**src/rtl/bfpa_pkg.sv**
```systemverilog
// Shared types and constants for the best-fit pool allocator.
package bfpa_pkg;

  localparam int unsigned PoolBytesDefault   = 65536;
  localparam int unsigned MaxSegmentsDefault = 32;

  localparam int unsigned SizeW   = 17;
  localparam int unsigned OffsetW = 16;
  localparam int unsigned StatusW = 3;

  localparam logic [StatusW-1:0] StOk           = 3'd0;
  localparam logic [StatusW-1:0] StNoMemory     = 3'd1;
  localparam logic [StatusW-1:0] StTableFull    = 3'd2;
  localparam logic [StatusW-1:0] StNotAllocated = 3'd3;
  localparam logic [StatusW-1:0] StZeroSize     = 3'd4;

  typedef struct packed {
    logic load;
    logic scan_step;
    logic split;
    logic mark_used;
    logic free_mark;
    logic shift_step;
    logic merge_next;
    logic merge_prev;
    logic finish;
  } bfpa_cmd_t;

  typedef struct packed {
    logic scan_done;
    logic is_free_op;
    logic zero_size;
    logic found;
    logic exact;
    logic table_full;
    logic shift_done;
    logic next_free;
    logic prev_free;
  } bfpa_status_t;

endpackage

```
**src/rtl/bfpa_ctrl.sv**
```systemverilog
// Request sequencing state machine for the pool allocator.
module bfpa_ctrl (
  input  logic                          clk_i,
  input  logic                          rst_ni,
  input  logic                          start_i,
  input  bfpa_pkg::bfpa_status_t        sts_i,
  output bfpa_pkg::bfpa_cmd_t           cmd_o,
  output logic                          busy_o,
  output logic                          done_o,
  output logic [bfpa_pkg::StatusW-1:0]  status_o
);
  import bfpa_pkg::*;

  typedef enum logic [7:0] {
    S_IDLE   = 8'b00000001,
    S_SCAN   = 8'b00000010,
    S_DECIDE = 8'b00000100,
    S_SHIFT  = 8'b00001000,
    S_MNEXT  = 8'b00010000,
    S_MPREV  = 8'b00100000,
    S_DROP   = 8'b01000000,
    S_DONE   = 8'b10000000
  } state_e;

  state_e state_q, state_d;
  logic [StatusW-1:0] st_q, st_d;
  logic drop_pend_q, drop_pend_d;

  assign busy_o   = state_q != S_IDLE;
  assign done_o   = state_q == S_DONE;
  assign status_o = st_q;

  always_comb begin
    state_d     = state_q;
    st_d        = st_q;
    drop_pend_d = drop_pend_q;
    cmd_o       = '0;
    case (state_q)
      S_IDLE: begin
        if (start_i) begin
          cmd_o.load = 1'b1;
          state_d    = S_SCAN;
        end
      end
      S_SCAN: begin
        cmd_o.scan_step = 1'b1;
        if (sts_i.scan_done) state_d = S_DECIDE;
      end
      S_DECIDE: begin
        st_d    = StOk;
        state_d = S_DONE;
        if (sts_i.is_free_op) begin
          if (!sts_i.found) st_d = StNotAllocated;
          else begin
            cmd_o.free_mark = 1'b1;
            drop_pend_d     = sts_i.prev_free;
            state_d = sts_i.next_free ? S_MNEXT : (sts_i.prev_free ? S_MPREV : S_DONE);
          end
        end else if (sts_i.zero_size) st_d = StZeroSize;
        else if (!sts_i.found) st_d = StNoMemory;
        else if (sts_i.exact) cmd_o.mark_used = 1'b1;
        else if (sts_i.table_full) st_d = StTableFull;
        else begin
          cmd_o.split = 1'b1;
          state_d     = S_SHIFT;
        end
      end
      S_SHIFT: begin
        cmd_o.shift_step = 1'b1;
        if (sts_i.shift_done) state_d = S_DONE;
      end
      S_MNEXT: begin
        cmd_o.merge_next = 1'b1;
        state_d = S_DROP;
      end
      S_MPREV: begin
        cmd_o.merge_prev = 1'b1;
        drop_pend_d = 1'b0;
        state_d = S_DROP;
      end
      S_DROP: begin
        cmd_o.finish = 1'b1;
        if (sts_i.shift_done) state_d = drop_pend_q ? S_MPREV : S_DONE;
      end
      S_DONE: state_d = S_IDLE;
      default: state_d = S_IDLE;
    endcase
  end

  always_ff @(posedge clk_i or negedge rst_ni) begin
    if (!rst_ni) begin
      state_q     <= S_IDLE;
      st_q        <= StOk;
      drop_pend_q <= 1'b0;
    end else begin
      state_q     <= state_d;
      st_q        <= st_d;
      drop_pend_q <= drop_pend_d;
    end
  end

endmodule

```
**config.mk**
```make
export PLATFORM = sky130hd
export DESIGN_NAME = bfpa_ctrl
export DESIGN_NICKNAME = d
export VERILOG_FILES = /design/src/rtl/bfpa_pkg.sv /design/src/rtl/bfpa_ctrl.sv
export SDC_FILE = /design/constraint.sdc
export NUM_CORES = 1
export LEC_CHECK = 0
export BUFFER_PORTS_ARGS = -buffer_cell sky130_fd_sc_hd__buf_2
export CORE_MARGIN = 3
export CORE_UTILIZATION = 50
export CTS_CLUSTER_DIAMETER = 100
export DETAILED_ROUTE_END_ITERATION = 16
export PLACE_DENSITY_LB_ADDON = 0.12
export SLEW_MARGIN = 20
export SYNTH_ARGS = -nofsm -noshare
export SYNTH_HDL_FRONTEND = slang
export SYNTH_SLANG_ARGS = --single-unit
```
**constraint.sdc**
```tcl
create_clock -name clk_i -period 4.7 [get_ports clk_i]
set_clock_uncertainty 0.15 [all_clocks]
set_input_delay 0.705 -clock clk_i [delete_from_list [all_inputs] [get_ports clk_i]]
set_output_delay 0.705 -clock clk_i [all_outputs]
set_load 0.02 [all_outputs]
```
Word-level counts from Yosys, hierarchy flattened
Index checks and enable logic that the tools add are counted.
{"block": "op_classes", "reduce_logical": 4, "eq_ne": 15, "mux": 39}
{"operator": "$mux W8", "n": 13}
{"operator": "$pmux W8 S6", "n": 1}
{"operator": "$mux W3", "n": 5}
{"operator": "$mux W1", "n": 14}
{"operator": "$ne A2 B2 Y1 const B", "n": 6}
{"operator": "$mux W2", "n": 5}
{"operator": "$eq A8 B1 Y1 const B", "n": 1}
{"operator": "$eq A8 B2 Y1 const B", "n": 1}
{"operator": "$eq A8 B3 Y1 const B", "n": 1}
{"operator": "$eq A8 B4 Y1 const B", "n": 1}
{"operator": "$eq A8 B5 Y1 const B", "n": 1}
{"operator": "$eq A8 B6 Y1 const B", "n": 1}
{"operator": "$eq A8 B7 Y1 const B", "n": 1}
{"operator": "$eq A8 B8 Y1 const B", "n": 1}
{"operator": "$ne A8 B1 Y1 const B", "n": 1}
{"operator": "$reduce_and A4 Y1", "n": 1}
{"operator": "$reduce_and A3 Y1", "n": 1}
{"operator": "$pmux W1 S2", "n": 1}
{"operator": "$reduce_bool A2 Y1", "n": 1}
{"operator": "$reduce_or A2 Y1", "n": 1}
{"block": "totals", "word_cells": 61, "output_inout_bits": 14, "regBits": 12, "input_bits": 12}

Depth between registers and ports, before layout
{"block": "logic_depth", "word_depth": 6, "depth_mapped": 7, "depth_no_buf": 4}

Worst setup path before layout
No wires, ideal clock.
{"block": "synth_timing", "path_kind": "reg-to-output", "startpoint": "reg state_q[0]", "endpoint": "out cmd_o[6] in the netlist's numbering", "slack_ns": 2.086, "t_arrival_ns": 1.759, "path_buffers": 3, "required_ns": 3.845, "stages_incl_launch_ff": 7, "path_cell_list": "dfstp_2 > buf_6 > or3_4 > buf_6 > or3_4 > buf_6 > nor2_1"}
{"element": "start, declared", "line_no": "bfpa_ctrl.sv:25", "source": "state_e state_q, state_d;"}
{"element": "start signal, assigned", "line_no": "bfpa_ctrl.sv:96", "source": "state_q <= state_d;"}
{"element": "end, declared", "line_no": "bfpa_ctrl.sv:7", "source": "output bfpa_pkg::bfpa_cmd_t cmd_o,"}

==> results.cfg <==
[clock_network]
hold_buffers = 0
ctsResizeCount = 0
clock_path_buffers = 2
path_clk_slew_ns = 0.07
insertion_delay_ns = 0.27
ctsHtreeMaxLevel = 1
cts_tree = built
cts_setup_buffers = 0
cts_buffers = 3
cts_root_buf = clkbuf_4
clock-sinks = 12

[floorplanning]
die_h_um = 46.6
fp.coreArea_um2 = 1520
die_w_um = 46.6
io_pins = 26
die_area_um2 = 2170
initial_utilization_pct = 54.1
fp-row-count = 14

[synth]
async_flop_share_pct = 100
yosys-top-cells-area = dfrtp_1, nor2_1, buf_6
synth_edf_count = 0
synth_cell_types = 39
synth.avg_cell_area_um2 = 9.37
yosysTopAreaCell = dfrtp_1
ys_warn_count = 0
ys_seq_elements = 12
synth_area_um2 = 825
ys.flop_type = dfrtp_1
yosysSeqAreaShare_pct = 36.6
netlist_instances = 88
syn-num-nets = 100
synth_top_area_share_pct = 33.4

[global_routing]
grt_pass1_vias = 591
grt_max_degree = 13
grt_first_pass_wirelength_um = 2630
grt_overflow = 0
gr-usage-all-layers_pct = 17.6
antenna_found_initial = 0

[setup_path]
crit_family = simple AND/OR/NAND/NOR gates
crit_buf_inv = 2
r2r_slack_ns = 2.77
reg2reg_to = state_q[1]
worstPathCellList = nor4_1 > nand2_1 > or2_2 > inv_1 > buf_2
cp_slowest_cell = nor4_1
arrival_ns = 2.01
reg2reg_from = state_q[2]
reg2reg_depth = 4
end_kind = output pin
worstPathRequired_ns = 3.85
startpoint_type = flip-flop
path_class = reg -> out
cpPeakStageDelay_ns = 0.53
cp_max_fo = 8

[detailed_routing]
antenna_left = 0
drt-initial-drc-count = 4
vias = 725
dr.pass1.iters = 4
avgViaCountPerCell = 5.62
post-route-drc-count = 0
wl_um = 1740
wl_per_cell_um = 13.5

[sta]
hold_viol = 0
relSlewSlack_pct = 63.6
min_period_over_period_pct = 61.0
maxSlewViolCount = 0
worst_pin_slew_ns = 0.541
fmax_ghz = 0.349
fin_ws_ns = 1.83
finalSetupViolCount = 0
fin_crit_ns = 2.87
rsz0062_at_grt = no
fin_setup_tns_ns = 0

[power]
irDropWorstVdd_uv = 275
leakagePower_uw = 0.000456
power_density_nw_per_um2 = 510

[final_layout]
multiInputGateArea_um2 = 470
fill_cells = 141
finalNetCount = 126
drive_above_1_share_pct = 37.2
area_delta_synth_final_pct = 17.5
seq_area_um2 = 302
layout_commonest_cell = buf_2
final_cell_mix = buf_2, nor2_1, dfrtp_1, nand2_1, nand2b_1
antenna_cells = 0
final_area_um2 = 968

[outcome]
status = complete, no violations

[placement]
dp_hpwl_um = 1440
port_buffers = 25
gp_congestion = 0.847
place_ws_ns = 2.13
dpl_cell_area_um2 = 932

[run]
maxCapViolCount = 0

[hold_path]
hold_class = in -> async
-- final cells by class --
cell class,instances,area share (%)
clock buffer,4,3.75
inverter,4,1.55
multi-input combinational,68,48.6
sequential,12,31.1
tap,16,2.07
timing repair buffer,25,12.9
-- cells in the mapped netlist, drive strengths merged (2+ instances only) --
library cell,instances
inv,4
xnor2,2
nor3b,2
o21ai,2
nand2,8
a2111oi,2
or2,3
a21o,2
a21oi,2
nor3,3
nor4,3
dfrtp,11
o22ai,3
or3b,2
nand2b,5
buf,3
nor2,12
or3,3
-- sequential cells by signal, indices dropped and copies added (netlist names) --
signal	cells
status_o	3
state_q	8
drop_pend_q	1
-- per-stage QoR --
stage | hold WS (ns) | std cells | utilization [%] | total power [uW]
floorplan | 0.259 | 88 | - | 374
global placement | 0.305 | 125 | 61.2 | 416
detailed placement | 0.324 | 125 | 61.2 | 418
CTS | 0.150 | 129 | 63.5 | 499
global route | 0.148 | 129 | 63.5 | 533
finish | 0.144 | 129 | 63.5 | 494
-- per-layer routing --
layer | GRT usage (%) | share of wire [%] | wire length [um]
met1 | 23.2 | 45 | 792
met2 | 26.4 | 48 | 833
met3 | 7.81 | 5.5 | 96
met4 | 4.42 | 1.2 | 21
met5 | 0 | 0 | 0
-- kinds of logic (layout without fill, tap and decap cells) --
kind of cell / after synthesis / after routing / synth area share, %
mux: 1 / 1 / 1.21
flops: 12 / 12 / 36.6
simple gates: 48 / 48 / 36.1
xor+xnor: 2 / 2 / 2.12
buf+inv: 8 / 33 / 6.37
compound gates: 17 / 17 / 17.6
-- where the power goes --
group | switching [uW] | total, uW | internal, uW
sequential | 32.7 | 170 | 137
clock | 32.3 | 79.3 | 47.1
combinational | 139 | 245 | 106
total | 204 | 494 | 290
-- worst max path at each step --
stage                    end  cells after the start       start
finish              cmd_o[7]                      5  state_q[2]
global route        cmd_o[7]                      5  state_q[2]
floorplan           cmd_o[6]                      6  state_q[0]
detailed placement  cmd_o[7]                      5  state_q[3]
global placement    cmd_o[7]                      5  state_q[2]
CTS                 cmd_o[7]                      5  state_q[3]
-- worst register-to-register path, delay by kind of cell, from the launching register on --
kind	cells	cell delay [ns]
simple gates	3	1.09
flops	1	0.45
compound gates	1	0.15
(Power assumes the default switching activity.)
